File: config.mk
export PLATFORM = sky130hd
export DESIGN_NAME = clock_synced_dual_lfo_unit_flat
export DESIGN_NICKNAME = d
export VERILOG_FILES = /design/src/cslfo_pkg.sv /design/src/cslfo_if.sv /design/src/clock_synced_dual_lfo_unit.sv /design/src/flat_wrapper.sv
export SDC_FILE = /design/constraint.sdc
export NUM_CORES = 1
export LEC_CHECK = 0
export ABC_AREA = 1
export BUFFER_PORTS_ARGS = -buffer_cell sky130_fd_sc_hd__buf_2
export CAP_MARGIN = 20
export CORE_MARGIN = 2
export CORE_UTILIZATION = 52
export CTS_CLUSTER_DIAMETER = 150
export DETAILED_ROUTE_END_ITERATION = 6
export GPL_TIMING_DRIVEN = 1
export PLACE_DENSITY = 0.78
export SYNTH_ARGS = -nofsm -noshare
export SYNTH_HDL_FRONTEND = slang
export SYNTH_SLANG_ARGS = --single-unit
export TNS_END_PERCENT = 100
File: constraint.sdc
create_clock -name clk -period 14.25 [get_ports clk]
set_input_delay 2.85 -clock clk [delete_from_list [all_inputs] [get_ports clk]]
set_output_delay 2.85 -clock clk [all_outputs]
set_load 0.005 [all_outputs]
File: src/cslfo_pkg.sv
// cslfo_pkg: shared types, field widths, reset constants and the cosine
// series helper used to build the waveform table of the clock-synced dual lfo
// no dependencies
`default_nettype none

package cslfo_pkg;

	localparam int SINE_TABLE_DEPTH_DEF = 256;
	localparam int OUTPUT_BITS_DEF      = 16;
	localparam int MAX_MULTIPLIER_DEF   = 16;

	localparam int KNOB_W  = 13;
	localparam int JACK_W  = 14;
	localparam int CTL_W   = 13;
	localparam int PHASE_W = 32;

	localparam logic [CTL_W-1:0]   CTL_FULL  = 13'd4096;
	localparam logic [PHASE_W-1:0] INC_RESET = 32'd429497;
	localparam logic [PHASE_W-1:0] COUNT_MAX = 32'hFFFF_FFFF;

	// shape select thresholds on 49*t
	localparam int SHP_PROD_W = 18;
	localparam logic [SHP_PROD_W-1:0] SHP_MUL  = 18'd49;
	localparam logic [SHP_PROD_W-1:0] SHP_TH1  = 18'd40960;
	localparam logic [SHP_PROD_W-1:0] SHP_TH2  = 18'd81920;
	localparam logic [SHP_PROD_W-1:0] SHP_TH3  = 18'd122880;
	localparam logic [SHP_PROD_W-1:0] SHP_TH4  = 18'd163840;

	localparam longint PI_Q30  = 64'sd3373259426;
	localparam longint ONE_Q30 = 64'sd1073741824;

	typedef enum logic [2:0] {
		SHP_TRIANGLE,
		SHP_REV_RAMP,
		SHP_SQUARE,
		SHP_COSINE,
		SHP_RAMP
	} shape_t;

	typedef enum logic [3:0] {
		ST_IDLE,
		ST_PREP,
		ST_DIV_START,
		ST_DIV,
		ST_DIV_END,
		ST_UPDATE,
		ST_INDEX,
		ST_ROM,
		ST_SHAPE,
		ST_FIN
	} state_t;

	// cos(x) in q30 for x in [0, pi/2] in q30, taylor series through x^12
	function automatic longint cos_q30(input logic [63:0] x);
		logic [63:0] x2;
		logic [63:0] term;
		longint      sum;
		x2   = (x * x) >> 30;
		term = 64'(ONE_Q30);
		sum  = ONE_Q30;
		for (int n = 1; n <= 6; n++) begin
			term = ((term * x2) >> 30) / 64'((2 * n - 1) * (2 * n));
			if (n[0]) begin
				sum = sum - longint'(term);
			end else begin
				sum = sum + longint'(term);
			end
		end
		return sum;
	endfunction

	// knob clamped to 0..4096, jack to -4096..4096, sum to 0..4096
	function automatic logic [CTL_W-1:0] control_t(input logic [KNOB_W-1:0] knob,
			input logic signed [JACK_W-1:0] jack);
		logic [KNOB_W-1:0]        k;
		logic signed [JACK_W-1:0] j;
		logic signed [JACK_W:0]   s;
		k = (knob > CTL_FULL) ? CTL_FULL : knob;
		if (jack > 14'sd4096) begin
			j = 14'sd4096;
		end else if (jack < -14'sd4096) begin
			j = -14'sd4096;
		end else begin
			j = jack;
		end
		s = $signed({2'b00, k}) + (JACK_W + 1)'(j);
		if (s < 0) begin
			return '0;
		end else if (s > $signed({2'b00, CTL_FULL})) begin
			return CTL_FULL;
		end else begin
			return s[CTL_W-1:0];
		end
	endfunction

endpackage

`default_nettype wire

File: src/cslfo_if.sv
// cslfo_in_if / cslfo_out_if: valid-ready channels for tick items and results
// depends on cslfo_pkg for field widths
`default_nettype none

interface cslfo_in_if;
	import cslfo_pkg::*;

	logic                     valid;
	logic                     ready;
	logic                     clock_trig_a;
	logic                     clock_trig_b;
	logic                     reset_pulse;
	logic                     led_select;
	logic [KNOB_W-1:0]        knob_rate_a;
	logic signed [JACK_W-1:0] jack_rate_a;
	logic [KNOB_W-1:0]        knob_rate_b;
	logic signed [JACK_W-1:0] jack_rate_b;
	logic [KNOB_W-1:0]        knob_shape_a;
	logic signed [JACK_W-1:0] jack_shape_a;
	logic [KNOB_W-1:0]        knob_shape_b;
	logic signed [JACK_W-1:0] jack_shape_b;

	modport source (
		output valid, clock_trig_a, clock_trig_b, reset_pulse, led_select,
		output knob_rate_a, jack_rate_a, knob_rate_b, jack_rate_b,
		output knob_shape_a, jack_shape_a, knob_shape_b, jack_shape_b,
		input  ready
	);

	modport sink (
		input  valid, clock_trig_a, clock_trig_b, reset_pulse, led_select,
		input  knob_rate_a, jack_rate_a, knob_rate_b, jack_rate_b,
		input  knob_shape_a, jack_shape_a, knob_shape_b, jack_shape_b,
		output ready
	);
endinterface

interface cslfo_out_if #(
	parameter int OUTPUT_BITS = cslfo_pkg::OUTPUT_BITS_DEF
);
	logic                          valid;
	logic                          ready;
	logic signed [OUTPUT_BITS-1:0] lfo_a;
	logic signed [OUTPUT_BITS-1:0] lfo_b;
	logic signed [OUTPUT_BITS-1:0] led_level;

	modport source (output valid, lfo_a, lfo_b, led_level, input ready);
	modport sink (input valid, lfo_a, lfo_b, led_level, output ready);
endinterface

`default_nettype wire

File: src/clock_synced_dual_lfo_unit.sv
// clock_synced_dual_lfo_unit: clock-synced lfos a and b under a shared sequencer
// an lfo that is triggered with a nonzero tick count runs the shared
// restoring divider (DVD_W = 32 + clog2(MAX_MULTIPLIER+1) bits wide);
// lfo a is worked first, then lfo b; a new transaction is accepted only in
// idle, after the last result has been loaded into the result register
// reset: phases 0, increments 429497, tick counts 0, no result pending
`default_nettype none

module clock_synced_dual_lfo_unit #(
	parameter int SINE_TABLE_DEPTH = cslfo_pkg::SINE_TABLE_DEPTH_DEF,
	parameter int OUTPUT_BITS      = cslfo_pkg::OUTPUT_BITS_DEF,
	parameter int MAX_MULTIPLIER   = cslfo_pkg::MAX_MULTIPLIER_DEF
) (
	input  wire logic       clk,
	input  wire logic       arst_n,
	cslfo_in_if.sink        item,
	cslfo_out_if.source     result
);
	import cslfo_pkg::*;

	localparam int FRAC     = OUTPUT_BITS - 1;
	localparam int IDX_W    = $clog2(SINE_TABLE_DEPTH);
	localparam int IPROD_W  = PHASE_W + $clog2(SINE_TABLE_DEPTH + 1);
	localparam int MW       = $clog2(MAX_MULTIPLIER + 1);
	localparam int MPROD_W  = CTL_W + MW;
	localparam int DVD_W    = PHASE_W + MW;
	localparam int DCNT_W   = $clog2(DVD_W + 1);

	// ------------------------------------------------------------------
	// cosine table, worked out at elaboration, read through a register
	// ------------------------------------------------------------------
	logic [OUTPUT_BITS-1:0] cos_rom [SINE_TABLE_DEPTH];

	for (genvar k = 0; k < SINE_TABLE_DEPTH; k++) begin : g_rom
		localparam longint D    = SINE_TABLE_DEPTH;
		localparam longint M    = (2 * k > D) ? D - k : k;
		localparam longint X0   = (2 * PI_Q30 * M) / D;
		localparam bit     NEG  = (4 * M > D);
		localparam longint X    = NEG ? PI_Q30 - X0 : X0;
		localparam longint C0   = cos_q30(64'(X));
		localparam longint C1   = (C0 > ONE_Q30) ? ONE_Q30 : ((C0 < 0) ? 0 : C0);
		localparam longint HALF = NEG ? ONE_Q30 - C1 : ONE_Q30 + C1;
		localparam longint ENT  = (HALF + (longint'(1) << (30 - FRAC))) >>> (31 - FRAC);
		assign cos_rom[k] = OUTPUT_BITS'(ENT);
	end

	// ------------------------------------------------------------------
	// latched tick transaction
	// ------------------------------------------------------------------
	logic                     trig_a_q, trig_b_q, rst_pulse_q, led_sel_q;
	logic [KNOB_W-1:0]        knob_rate_a_q, knob_rate_b_q, knob_shape_a_q, knob_shape_b_q;
	logic signed [JACK_W-1:0] jack_rate_a_q, jack_rate_b_q, jack_shape_a_q, jack_shape_b_q;

	// per-tick controls
	logic [MW-1:0] mult_a_q, mult_b_q;
	shape_t        shape_a_q, shape_b_q;

	// lfo state
	logic [PHASE_W-1:0] phase_a_q, phase_b_q;
	logic [PHASE_W-1:0] inc_a_q, inc_b_q;
	logic [PHASE_W-1:0] count_a_q, count_b_q;

	// sequencer
	state_t state_q, state_d;
	logic   sel_q;          // 0 works on lfo a, 1 on lfo b

	// divider
	logic [PHASE_W-1:0] div_rem_q;
	logic [DVD_W-1:0]   div_dvd_q;
	logic [PHASE_W-1:0] div_den_q;
	logic [DCNT_W-1:0]  div_cnt_q;

	// table index and shaped values
	logic [IDX_W-1:0]              idx_q;
	logic [OUTPUT_BITS-1:0]        rom_q;
	logic signed [OUTPUT_BITS-1:0] val_a_q, val_b_q;

	// result register
	logic                          res_valid_q;
	logic signed [OUTPUT_BITS-1:0] res_a_q, res_b_q, res_led_q;

	// control strobes from the sequencer
	logic item_ready, prep_en, div_load, div_step, inc_write;
	logic upd_en, idx_en, rom_en, shape_en, res_load;

	// ------------------------------------------------------------------
	// currently selected lfo
	// ------------------------------------------------------------------
	logic               cur_trig;
	logic [PHASE_W-1:0] cur_count, cur_phase, cur_inc;
	logic [MW-1:0]      cur_mult;
	shape_t             cur_shape;
	logic               div_needed;
	logic               div_last;

	assign cur_trig   = sel_q ? trig_b_q : trig_a_q;
	assign cur_count  = sel_q ? count_b_q : count_a_q;
	assign cur_phase  = sel_q ? phase_b_q : phase_a_q;
	assign cur_inc    = sel_q ? inc_b_q : inc_a_q;
	assign cur_mult   = sel_q ? mult_b_q : mult_a_q;
	assign cur_shape  = sel_q ? shape_b_q : shape_a_q;
	// a trigger on a zero count keeps the old increment
	assign div_needed = cur_trig && (cur_count != '0);
	assign div_last   = (div_cnt_q == DCNT_W'(DVD_W - 1));

	// ------------------------------------------------------------------
	// sequencer: next state
	// ------------------------------------------------------------------
	always_comb begin
		state_d = state_q;
		unique case (state_q)
			ST_IDLE:      if (item.valid) state_d = ST_PREP;
			ST_PREP:      state_d = ST_DIV_START;
			ST_DIV_START: state_d = div_needed ? ST_DIV : ST_UPDATE;
			ST_DIV:       if (div_last) state_d = ST_DIV_END;
			ST_DIV_END:   state_d = ST_UPDATE;
			ST_UPDATE:    state_d = ST_INDEX;
			ST_INDEX:     state_d = ST_ROM;
			ST_ROM:       state_d = ST_SHAPE;
			ST_SHAPE:     state_d = sel_q ? ST_FIN : ST_DIV_START;
			ST_FIN:       if (!res_valid_q || result.ready) state_d = ST_IDLE;
			default:      state_d = ST_IDLE;
		endcase
	end

	// ------------------------------------------------------------------
	// sequencer: strobes
	// ------------------------------------------------------------------
	always_comb begin
		item_ready = 1'b0;
		prep_en    = 1'b0;
		div_load   = 1'b0;
		div_step   = 1'b0;
		inc_write  = 1'b0;
		upd_en     = 1'b0;
		idx_en     = 1'b0;
		rom_en     = 1'b0;
		shape_en   = 1'b0;
		res_load   = 1'b0;
		unique case (state_q)
			ST_IDLE:      item_ready = 1'b1;
			ST_PREP:      prep_en    = 1'b1;
			ST_DIV_START: div_load   = div_needed;
			ST_DIV:       div_step   = 1'b1;
			ST_DIV_END:   inc_write  = 1'b1;
			ST_UPDATE:    upd_en     = 1'b1;
			ST_INDEX:     idx_en     = 1'b1;
			ST_ROM:       rom_en     = 1'b1;
			ST_SHAPE:     shape_en   = 1'b1;
			ST_FIN:       res_load   = !res_valid_q || result.ready;
			default:      item_ready = 1'b0;
		endcase
	end

	assign item.ready = item_ready;

	always_ff @(posedge clk or negedge arst_n) begin
		if (!arst_n) begin
			state_q <= ST_IDLE;
			sel_q   <= 1'b0;
		end else begin
			state_q <= state_d;
			if (prep_en) begin
				sel_q <= 1'b0;
			end else if (shape_en) begin
				sel_q <= ~sel_q;
			end
		end
	end

	// ------------------------------------------------------------------
	// input transaction capture
	// ------------------------------------------------------------------
	always_ff @(posedge clk) begin
		if (item.valid && item_ready) begin
			trig_a_q       <= item.clock_trig_a;
			trig_b_q       <= item.clock_trig_b;
			rst_pulse_q    <= item.reset_pulse;
			led_sel_q      <= item.led_select;
			knob_rate_a_q  <= item.knob_rate_a;
			jack_rate_a_q  <= item.jack_rate_a;
			knob_rate_b_q  <= item.knob_rate_b;
			jack_rate_b_q  <= item.jack_rate_b;
			knob_shape_a_q <= item.knob_shape_a;
			jack_shape_a_q <= item.jack_shape_a;
			knob_shape_b_q <= item.knob_shape_b;
			jack_shape_b_q <= item.jack_shape_b;
		end
	end

	// ------------------------------------------------------------------
	// controls: multiplier 1..MAX_MULTIPLIER and shape 0..4
	// ------------------------------------------------------------------
	logic [CTL_W-1:0]      rate_t_a, rate_t_b, shape_t_a, shape_t_b;
	logic [MPROD_W-1:0]    mprod_a, mprod_b;
	logic [SHP_PROD_W-1:0] sprod_a, sprod_b;
	shape_t                shape_a_d, shape_b_d;

	assign rate_t_a  = control_t(knob_rate_a_q, jack_rate_a_q);
	assign rate_t_b  = control_t(knob_rate_b_q, jack_rate_b_q);
	assign shape_t_a = control_t(knob_shape_a_q, jack_shape_a_q);
	assign shape_t_b = control_t(knob_shape_b_q, jack_shape_b_q);

	assign mprod_a = MPROD_W'(rate_t_a) * MPROD_W'(MAX_MULTIPLIER - 1);
	assign mprod_b = MPROD_W'(rate_t_b) * MPROD_W'(MAX_MULTIPLIER - 1);
	assign sprod_a = SHP_PROD_W'(shape_t_a) * SHP_MUL;
	assign sprod_b = SHP_PROD_W'(shape_t_b) * SHP_MUL;

	function automatic shape_t shape_of(input logic [SHP_PROD_W-1:0] p);
		if (p >= SHP_TH4)      return SHP_RAMP;
		else if (p >= SHP_TH3) return SHP_COSINE;
		else if (p >= SHP_TH2) return SHP_SQUARE;
		else if (p >= SHP_TH1) return SHP_REV_RAMP;
		else                   return SHP_TRIANGLE;
	endfunction

	assign shape_a_d = shape_of(sprod_a);
	assign shape_b_d = shape_of(sprod_b);

	always_ff @(posedge clk) begin
		if (prep_en) begin
			mult_a_q  <= MW'(mprod_a >> 12) + MW'(1);
			mult_b_q  <= MW'(mprod_b >> 12) + MW'(1);
			shape_a_q <= shape_a_d;
			shape_b_q <= shape_b_d;
		end
	end

	// ------------------------------------------------------------------
	// shared restoring divider: (mult << 32) / count, one bit per cycle
	// ------------------------------------------------------------------
	logic [PHASE_W:0] rem_sh, rem_sub;
	logic             rem_ge;

	assign rem_sh  = {div_rem_q, div_dvd_q[DVD_W-1]};
	assign rem_ge  = rem_sh >= {1'b0, div_den_q};
	assign rem_sub = rem_sh - {1'b0, div_den_q};

	always_ff @(posedge clk) begin
		if (div_load) begin
			div_rem_q <= '0;
			div_dvd_q <= {cur_mult, {PHASE_W{1'b0}}};
			div_den_q <= cur_count;
			div_cnt_q <= '0;
		end else if (div_step) begin
			div_rem_q <= rem_ge ? rem_sub[PHASE_W-1:0] : rem_sh[PHASE_W-1:0];
			div_dvd_q <= {div_dvd_q[DVD_W-2:0], rem_ge};
			div_cnt_q <= div_cnt_q + DCNT_W'(1);
		end
	end

	// ------------------------------------------------------------------
	// lfo state update: increment, count and phase of the selected lfo
	// ------------------------------------------------------------------
	logic [PHASE_W-1:0] phase_base, phase_next, count_next;

	// a reset pulse or a trigger restarts the phase before the step
	assign phase_base = (rst_pulse_q || cur_trig) ? '0 : cur_phase;
	assign phase_next = phase_base + cur_inc;
	assign count_next = cur_trig ? PHASE_W'(1)
			: ((cur_count == COUNT_MAX) ? COUNT_MAX : cur_count + PHASE_W'(1));

	always_ff @(posedge clk or negedge arst_n) begin
		if (!arst_n) begin
			phase_a_q <= '0;
			phase_b_q <= '0;
			inc_a_q   <= INC_RESET;
			inc_b_q   <= INC_RESET;
			count_a_q <= '0;
			count_b_q <= '0;
		end else begin
			if (inc_write) begin
				if (sel_q) inc_b_q <= div_dvd_q[PHASE_W-1:0];
				else       inc_a_q <= div_dvd_q[PHASE_W-1:0];
			end
			if (upd_en) begin
				if (sel_q) begin
					phase_b_q <= phase_next;
					count_b_q <= count_next;
				end else begin
					phase_a_q <= phase_next;
					count_a_q <= count_next;
				end
			end
		end
	end

	// ------------------------------------------------------------------
	// table index floor(p*D/2^32), registered table read
	// ------------------------------------------------------------------
	logic [IPROD_W-1:0] iprod;

	assign iprod = IPROD_W'(cur_phase) * IPROD_W'(SINE_TABLE_DEPTH);

	always_ff @(posedge clk) begin
		if (idx_en) idx_q <= iprod[PHASE_W +: IDX_W];
		if (rom_en) rom_q <= cos_rom[idx_q];
	end

	// ------------------------------------------------------------------
	// waveform shaping and negation
	// ------------------------------------------------------------------
	logic [PHASE_W:0]       p_ext, p_inv;
	logic [OUTPUT_BITS-1:0] shape_val;

	assign p_ext = {1'b0, cur_phase};
	assign p_inv = {1'b1, {PHASE_W{1'b0}}} - p_ext;

	always_comb begin
		case (cur_shape)
			SHP_TRIANGLE: shape_val = OUTPUT_BITS'((cur_phase[PHASE_W-1] ? p_inv : p_ext)
					>> (31 - FRAC));
			SHP_REV_RAMP: shape_val = OUTPUT_BITS'(p_inv >> (32 - FRAC));
			SHP_SQUARE:   shape_val = cur_phase[PHASE_W-1] ? '0
					: OUTPUT_BITS'(1) << FRAC;
			SHP_COSINE:   shape_val = rom_q;
			SHP_RAMP:     shape_val = OUTPUT_BITS'(p_ext >> (32 - FRAC));
			default:      shape_val = '0;
		endcase
	end

	always_ff @(posedge clk) begin
		if (shape_en) begin
			if (sel_q) val_b_q <= $signed(OUTPUT_BITS'(0) - shape_val);
			else       val_a_q <= $signed(OUTPUT_BITS'(0) - shape_val);
		end
	end

	// ------------------------------------------------------------------
	// result register: holds a finished transaction until taken
	// ------------------------------------------------------------------
	always_ff @(posedge clk or negedge arst_n) begin
		if (!arst_n) begin
			res_valid_q <= 1'b0;
		end else if (res_load) begin
			res_valid_q <= 1'b1;
		end else if (result.ready) begin
			res_valid_q <= 1'b0;
		end
	end

	always_ff @(posedge clk) begin
		if (res_load) begin
			res_a_q   <= val_a_q;
			res_b_q   <= val_b_q;
			res_led_q <= led_sel_q ? val_b_q : val_a_q;
		end
	end

	assign result.valid     = res_valid_q;
	assign result.lfo_a     = res_a_q;
	assign result.lfo_b     = res_b_q;
	assign result.led_level = res_led_q;

	// ------------------------------------------------------------------
	// assertions
	// ------------------------------------------------------------------
	// an accepted transaction starts the control preparation next cycle
	a_accept_prep: assert property (@(posedge clk) disable iff (!arst_n)
		item.valid && item.ready |=> state_q == ST_PREP)
		else $error("accepted transaction did not start the sequencer");

	// the divider never runs on a zero tick count
	a_div_nonzero: assert property (@(posedge clk) disable iff (!arst_n)
		state_q == ST_DIV |-> div_den_q != '0)
		else $error("divider running with zero divisor");

	// the divider never runs past its last step
	a_div_count: assert property (@(posedge clk) disable iff (!arst_n)
		state_q == ST_DIV |-> div_cnt_q < DCNT_W'(DVD_W))
		else $error("divider step count overran");

	// the table index stays inside the table
	a_idx_range: assert property (@(posedge clk) disable iff (!arst_n)
		state_q == ST_ROM |-> 32'(idx_q) < 32'(SINE_TABLE_DEPTH))
		else $error("cosine table index out of range");

	// a new result only appears after both lfos were shaped
	a_result_src: assert property (@(posedge clk) disable iff (!arst_n)
		$rose(res_valid_q) |-> $past(state_q) == ST_FIN)
		else $error("result raised outside the final step");

endmodule

`default_nettype wire
File: src/flat_wrapper.sv
// flat-port wrapper written by rule: the top's interface ports become plain ports
module clock_synced_dual_lfo_unit_flat import cslfo_pkg::*;
#(
	parameter int SINE_TABLE_DEPTH = cslfo_pkg::SINE_TABLE_DEPTH_DEF,
	parameter int OUTPUT_BITS      = cslfo_pkg::OUTPUT_BITS_DEF,
	parameter int MAX_MULTIPLIER   = cslfo_pkg::MAX_MULTIPLIER_DEF
)
  (clk, arst_n, item_valid, item_clock_trig_a, item_clock_trig_b, item_reset_pulse, item_led_select, item_knob_rate_a, item_jack_rate_a, item_knob_rate_b, item_jack_rate_b, item_knob_shape_a, item_jack_shape_a, item_knob_shape_b, item_jack_shape_b, item_ready, result_valid, result_lfo_a, result_lfo_b, result_led_level, result_ready);
  cslfo_in_if item_i ();
  cslfo_out_if #(.OUTPUT_BITS(OUTPUT_BITS)) result_i ();
  input  wire logic clk;
  input  wire logic arst_n;
  input wire logic [$bits(item_i.valid)-1:0] item_valid;
  input wire logic [$bits(item_i.clock_trig_a)-1:0] item_clock_trig_a;
  input wire logic [$bits(item_i.clock_trig_b)-1:0] item_clock_trig_b;
  input wire logic [$bits(item_i.reset_pulse)-1:0] item_reset_pulse;
  input wire logic [$bits(item_i.led_select)-1:0] item_led_select;
  input wire logic [$bits(item_i.knob_rate_a)-1:0] item_knob_rate_a;
  input wire logic [$bits(item_i.jack_rate_a)-1:0] item_jack_rate_a;
  input wire logic [$bits(item_i.knob_rate_b)-1:0] item_knob_rate_b;
  input wire logic [$bits(item_i.jack_rate_b)-1:0] item_jack_rate_b;
  input wire logic [$bits(item_i.knob_shape_a)-1:0] item_knob_shape_a;
  input wire logic [$bits(item_i.jack_shape_a)-1:0] item_jack_shape_a;
  input wire logic [$bits(item_i.knob_shape_b)-1:0] item_knob_shape_b;
  input wire logic [$bits(item_i.jack_shape_b)-1:0] item_jack_shape_b;
  output wire logic [$bits(item_i.ready)-1:0] item_ready;
  output wire logic [$bits(result_i.valid)-1:0] result_valid;
  output wire logic [$bits(result_i.lfo_a)-1:0] result_lfo_a;
  output wire logic [$bits(result_i.lfo_b)-1:0] result_lfo_b;
  output wire logic [$bits(result_i.led_level)-1:0] result_led_level;
  input wire logic [$bits(result_i.ready)-1:0] result_ready;
  assign item_i.valid = item_valid;
  assign item_i.clock_trig_a = item_clock_trig_a;
  assign item_i.clock_trig_b = item_clock_trig_b;
  assign item_i.reset_pulse = item_reset_pulse;
  assign item_i.led_select = item_led_select;
  assign item_i.knob_rate_a = item_knob_rate_a;
  assign item_i.jack_rate_a = item_jack_rate_a;
  assign item_i.knob_rate_b = item_knob_rate_b;
  assign item_i.jack_rate_b = item_jack_rate_b;
  assign item_i.knob_shape_a = item_knob_shape_a;
  assign item_i.jack_shape_a = item_jack_shape_a;
  assign item_i.knob_shape_b = item_knob_shape_b;
  assign item_i.jack_shape_b = item_jack_shape_b;
  assign item_ready = item_i.ready;
  assign result_valid = result_i.valid;
  assign result_lfo_a = result_i.lfo_a;
  assign result_lfo_b = result_i.lfo_b;
  assign result_led_level = result_i.led_level;
  assign result_i.ready = result_ready;
  clock_synced_dual_lfo_unit #(.SINE_TABLE_DEPTH(SINE_TABLE_DEPTH), .OUTPUT_BITS(OUTPUT_BITS), .MAX_MULTIPLIER(MAX_MULTIPLIER)) u_core (.clk(clk), .arst_n(arst_n), .item(item_i), .result(result_i));
endmodule
==> run_results.csv, run 1 <==
group,metric,value,unit
setup_path,worstSetupPathType,"reg -> reg",
pwr,ir_worst_vdd,0.1598,mV
routing,wire_per_inst,17.56,µm
min_path,hold_path_class,"reg -> reg",
yosys,synth_cells,5100,
clocking,holdBufCountCts,0,
yosys,async_reset_ff_frac,0.3687,
status,violations,"DRC",
cells_and_area,fin_nets,5652,
cells_and_area,n_antenna_cell,0,
grt,grt_use_total,0.2826,
setup_path,crit_fanout,12,
die,die_area,0.07664,mm²
clocking,cts_tree,"yes",
yosys,synthDistinctLibCells,71,
clocking,cts_setup_buffers,0,
yosys,syn_nets,5546,
yosys,synth_top_cells_by_area,"edfxtp_1 (21%), nand2_1 (12%), dfrtp_1 (11%)",
cells_and_area,post_route_cells_drive_above_1_share,0.08337,
yosys,yosysTopAreaCell,"edfxtp_1",
yosys,synth_edf_count,269,
routing,postRouteAntennaNets,0,
yosys,ys.flop_type,"edfxtp_1",
timing,rsz0062_at_grt,"no",
setup_path,crit_required,14.60,ns
cells_and_area,mostFrequentLayoutCells,"nand2_1 (1230), inv_1 (733), nor2_1 (511), o21ai_0 (356), nand3_1 (307)",
timing,finalCriticalPeriod,7.316,ns
die,die_w,276.8,µm
yosys,ys_seq_elements,537,
routing,m1WireLength,48590,µm
routing,firstDrtPassIters,7,
timing,finalMaxSlewViolations,0,
setup_path,cpPeakStageDelay,0.59,ns
cells_and_area,final_common_cell,"nand2_1",
cells_and_area,layoutNonFillerInstCount,6223,
clocking,clkLatencyLatePin,0.62,ns
clocking,clk_path_buf_depth,3,
routing,vias,34760,
status,status,"finished, violations left",
grt,grt_overflow,0,
routing,wirelength,109300,µm
routing,drc_errors,1,
clocking,cts_buffers,58,
yosys,yosys_warnings,0,
timing,worstMarginPinSlew,1.016,ns
routing,drt-initial-drc-count,3219,
clocking,post_cts_resized,0,
timing,setup_violations,0,
die,rows,100,
timing,fin_tns_setup,0,ns
yosys,ys_seq_area_frac,0.3736,
run,cap_viol_max_count,0,
die,core_area,0.07407,mm²
yosys,synth.avg_cell_area,7.590,µm²
clocking,numClockSinks,537,
pwr,power_density,209.7,mW/mm²
grt,grt_max_degree,90,
routing,vias_per_cell,5.586,
placement,dp_cells,6113,
timing,max_freq,136.7,MHz
timing,slew_headroom,0.3199,
pwr,p_leak,20.57,nW
placement,dpl.hpwl,81300,µm
yosys,syn_area,0.03871,mm²
routing,wl_met2,48470,µm
setup_path,critPathBufInv,4,
setup_path,start_kind,"register",
setup_path,cp.arrival,7.67,ns
setup_path,cpMostUsedCell,"nand3_1",
clocking,path_clk_slew,0.06,ns
timing,post-route-period-util,0.5134,
grt,grt_pass1_vias,33430,
placement,gp_congestion,1.053,
timing,finClkSkew,0.02319,ns
grt,grt_pass1_wl,176000,µm
routing,dr_wl_met3,9538,µm
grt,grt_antenna_before_repair,4,
setup_path,crit_family,"simple AND/OR/NAND/NOR gates",
die,die_h,276.8,µm
die,io_pins,166,
routing,routed.top_layer,"met5",
setup_path,crit_path_end_kind,"register",
clocking,cts.htree.levels,2,
die,floorplan.initialDensity,0.5226,
cells_and_area,fill_cells,6803,
yosys,synth.top_cell.area_share,0.2087,
timing,hold_violations,0,
clocking,cts-root-buf,"clkbuf_16",
cells_and_area,areaGrowthSynthToFinish,9.519,%
placement,io_buffers,165,
setup_path,slowest_stage,"a21oi_1",
==> synth_stat cells (36+ instances only) <==
| library cell | count |
|---|---|
| nand2_1 | 1230 |
| inv_1 | 735 |
| nor2_1 | 519 |
| o21ai_0 | 356 |
| nand3_1 | 309 |
| edfxtp_1 | 269 |
| ha_1 | 264 |
| a21oi_1 | 256 |
| dfrtp_1 | 176 |
| clkbuf_1 | 107 |
| xor2_1 | 76 |
| dfxtp_1 | 70 |
| fa_1 | 66 |
| a22oi_1 | 47 |
| nor3_1 | 46 |
| nand4_1 | 42 |
| a31oi_1 | 36 |
==> area by class of cell <==
class	count	area, µm²	share of cell area
clock buffer	72	1556	0.03672
multi-input combinational	3646	20700	0.4883
clock inverter	36	445.4	0.01051
timing repair buffer	205	1167	0.02754
tap	969	1212	0.02860
sequential	537	14470	0.3412
inverter	758	2848	0.06717
==> cells by family (layout without fill, tap and decap cells) <==
family,Yosys count,in the layout,share of synthesized area
buffers and inverters,917,1071,0.09309
flip-flops,537,537,0.3736
adder cells (fa/ha/maj),330,330,0.1195
XOR/XNOR,108,108,0.02444
multiplexers,17,17,0.004913
AO/OA/AOI/OAI,908,908,0.1364
AND/OR/NAND/NOR,2283,2283,0.2481
==> through the flow <==
step	power (mW)	worst slack [ns]	utilization	hold slack (ns)	instance area [µm²]
after floorplan	6.000	6.159	-	0.4204	38710
after global placement	7.158	7.076	0.5447	0.4250	40340
after detailed placement	7.237	6.941	0.5447	0.4314	40340
after CTS	8.845	6.905	0.5717	0.4458	42350
after global routing	9.681	6.013	0.5723	0.4571	42390
final	8.891	6.934	0.5723	0.4435	42390
==> worst reg2reg max path, delay by kind of cell (launching register included) <==
| family | cells | cell delay, ns |
|---|---|---|
| simple gates | 15 | 2.52 |
| fa+ha+maj | 5 | 1.91 |
| compound gates | 5 | 1.40 |
| buf+inv | 4 | 0.50 |
| flops | 1 | 0.38 |
| xor+xnor | 2 | 0.37 |
==> layer usage <==
layer | track usage | vias up
li1 | - | 17020
met1 | 0.3991 | 16130
met2 | 0.4459 | 1408
met3 | 0.05315 | 200
met4 | 0.07483 | 8
met5 | 0 | -
==> state kept, by name, summed over array words and instances, names as in the netlist, 16 cells and up <==
| name | flops |
|---|---|
| u_core.rom_q | 16 |
| u_core.div_dvd_q | 37 |
| u_core.div_den_q | 32 |
| u_core.div_rem_q | 32 |
| u_core.val_a_q | 16 |
| u_core.count_a_q | 32 |
| u_core.count_b_q | 32 |
| u_core.val_b_q | 16 |
| u_core.inc_a_q | 32 |
| u_core.result.led_level | 16 |
| u_core.phase_b_q | 32 |
| u_core.inc_b_q | 32 |
| u_core.phase_a_q | 32 |
| u_core.result.lfo_b | 16 |
| u_core.result.lfo_a | 16 |
==> worst paths after layout <==
check / start / endpoint / slack, ns / depth (start not counted)
max in group asynchronous: arst_n / u_core.sel_q / 10.59 / 2
worst min-delay path: u_core.val_a_q[8] / u_core.result.lfo_a[8] / 0.44 / 0
worst max-delay path: u_core.jack_rate_a_q[3] / u_core.mult_a_q[4] / 6.93 / 31
min in group asynchronous: arst_n / u_core.count_b_q[0] / 2.22 / 1
worst min register to register: u_core.val_a_q[8] / u_core.result.lfo_a[8] / 0.44 / 0
worst max register to register: u_core.jack_rate_a_q[3] / u_core.mult_a_q[4] / 6.93 / 31
==> report_power, final <==
group | switching [mW] | leakage [nW] | internal (mW) | total [mW]
Sequential | 0.171 | 5.70 | 2.11 | 2.28
Clock | 0.630 | 0.973 | 0.942 | 1.57
Combinational | 3.50 | 13.9 | 1.54 | 5.04
Total | 4.30 | 20.6 | 4.59 | 8.89
Note: power is estimated with default switching activity, not from simulation.
==> run 2, diff against run 1 <==
- PLACE_DENSITY: 0.78 -> 0.81
- clock period: 14.25 -> 6.2 ns (I/O delays scaled with it)
==> run_results.csv, run 2 (synthesis results as in run 1) <==
group,metric,value,unit
cells_and_area,layoutNonFillerInstCount,6393,
min_path,hold_path_class,"reg -> reg",
die,die_h,276.8,µm
setup_path,r2r-end,"u_core.shape_b_q[0]",
setup_path,rrSetupSlack,-0.17,ns
timing,slew_headroom,0.2212,
setup_path,cp.arrival,6.75,ns
timing,setup_violations,8,
cells_and_area,post_route_cells_drive_above_1_share,0.1645,
die,floorplan.initialDensity,0.5226,
timing,finalMaxSlewViolations,0,
die,core_area,0.07407,mm²
placement,io_buffers,165,
timing,finClkSkew,0.03707,ns
setup_path,cpMostUsedCell,"nand2_1",
routing,wire_per_inst,18.75,µm
clocking,cts-root-buf,"clkbuf_16",
cells_and_area,final_common_cell,"nand2_1",
setup_path,crit_fanout,7,
placement,dp_cells,6228,
cells_and_area,multi_input_comb_area,0.02238,mm²
run,cap_viol_max_count,0,
die,die_area,0.07664,mm²
status,status,"finished, violations left",
clocking,cts_buffers,57,
cells_and_area,mostFrequentLayoutCells,"nand2_1 (1201), inv_1 (699), nor2_1 (472), o21ai_0 (334), nand3_1 (284)",
clocking,clk_path_buf_depth,3,
cells_and_area,post-route-util,0.6116,
die,die_w,276.8,µm
setup_path,r2r-start,"u_core.jack_shape_b_q[4]",
grt,grt_max_degree,113,
routing,firstDrtPassIters,7,
pwr,ir_worst_vdd,0.3963,mV
pwr,p_leak,21.49,nW
cells_and_area,regArea,0.01447,mm²
routing,vias,36670,
clocking,cts.htree.levels,2,
grt,grt_pass1_vias,34120,
clocking,path_clk_slew,0.06,ns
cells_and_area,fill_cells,6272,
setup_path,slowest_stage,"fa_1",
setup_path,worstSetupPathType,"reg -> reg",
timing,worstMarginPinSlew,1.167,ns
timing,hold_violations,0,
routing,postRouteAntennaNets,0,
cells_and_area,fin_nets,5821,
min_path,whs_endpoint,"u_core.result.lfo_b[2]",
setup_path,start_kind,"register",
setup_path,cpPeakStageDelay,0.58,ns
cells_and_area,areaGrowthSynthToFinish,17.03,%
pwr,power_density,485.9,mW/mm²
routing,drc_errors,9,
setup_path,ff2ff_path_depth,36,
min_path,hold_depth,0,
timing,fin_ws,-0.1710,ns
min_path,hold_start,"u_core.val_b_q[2]",
placement,dpl.hpwl,83690,µm
grt,grt_overflow,0,
cells_and_area,n_antenna_cell,0,
grt,grt_use_total,0.2870,
grt,grt_antenna_before_repair,2,
die,io_pins,166,
cells_and_area,largest_reg_flops,37,
timing,finalCriticalPeriod,6.371,ns
die,rows,100,
timing,max_freq,157.0,MHz
timing,post-route-period-util,1.028,
placement,gp_congestion,1.026,
routing,wirelength,119900,µm
grt,grt_pass1_wl,178400,µm
placement,post-place-ws,-0.1680,ns
routing,vias_per_cell,5.736,
status,violations,"DRC, setup timing",
clocking,clkLatencyLatePin,0.64,ns
timing,rsz0062_at_grt,"yes",
clocking,cts_tree,"yes",
cells_and_area,largest-register,"u_core.div_dvd_q",
clocking,numClockSinks,537,
setup_path,crit_required,6.58,ns
routing,drt-initial-drc-count,3799,
setup_path,crit_path_end_kind,"register",
[run 2: changes by cell type in the layout (fill, tap and decap cells not counted), moves of 19 or more]
cell,change
buf_4,+156
ha_1,-50
a21oi_1,-42
ha_4,+41
nor2_1,-39
a21oi_2,+38
inv_1,-34
inv_2,+29
nand2_1,-29
nand3_1,-23
nand2_2,+22
o21ai_0,-22
nor2_2,+20
nor2_4,+19
[run 2: layout make-up]
type,instances,area share
clock inverter,33,0.007512
timing repair buffer,375,0.05491
clock buffer,75,0.03433
multi-input combinational,3646,0.4940
sequential,537,0.3193
tap,969,0.02676
inverter,758,0.06319
[run 2: how the worst max path moves through the flow]
stage	from	to	slack [ns]
2_1_floorplan	u_core.knob_rate_b_q[8]	u_core.mult_b_q[4]	0.01
3_3_place_gp	u_core.knob_rate_b_q[8]	u_core.mult_b_q[4]	-0.04
3_5_place_dp	u_core.jack_shape_a_q[0]	u_core.shape_a_q[0]	-0.17
4_1_cts	u_core.knob_rate_b_q[11]	u_core.mult_b_q[4]	0.003
5_1_grt	u_core.jack_rate_b_q[0]	u_core.mult_b_q[4]	-0.52
6_report	u_core.jack_shape_b_q[4]	u_core.shape_b_q[0]	-0.17
[run 2: timing repair]
action                     CTS  global route
setup endpoints to repair    9            16
buffers inserted             0            54
pin swaps                    7           182
gates cloned                 0             3
resized for setup           22           368
hold buffers                 0             0
[run 2: worst max-delay path: cells and delay by family (launching register included)]
kind	cells	cell delay, ns
AND/OR/NAND/NOR	18	2.37
buffers and inverters	6	0.64
adder cells (fa/ha/maj)	5	1.55
AO/OA/AOI/OAI	6	0.85
XOR/XNOR	1	0.29
flip-flops	1	0.41
[run 2: metal layers]
metal  vias up  global-route usage  wire length, µm
met1     17370              0.3999            51030
met5         -                   0               31
li1      17360                   -                -
met3       284             0.04775            10250
met2      1659              0.4657            55060
met4         4             0.07330             3515
[run 2: metrics by stage]
step | hold WS [ns] | area [µm²] | power (mW) | TNS [ns]
6_report | 0.4452 | 45300 | 22.01 | -0.9832
5_1_grt | 0.4544 | 45300 | 23.66 | -4.235
4_1_cts | 0.4442 | 43220 | 20.63 | 0
3_5_place_dp | 0.4294 | 41250 | 17.07 | -0.6617
3_3_place_gp | 0.4251 | 41250 | 16.85 | -0.03671
2_1_floorplan | 0.4204 | 38720 | 13.78 | 0
[run 2: power by group]
part / internal (mW) / leakage, nW / total, mW / switching [mW]
Sequential: 4.85 / 5.70 / 5.28 / 0.428
Clock: 1.95 / 0.909 / 3.42 / 1.47
Combinational: 4.46 / 14.9 / 13.3 / 8.85
Total: 11.3 / 21.5 / 22.0 / 10.8
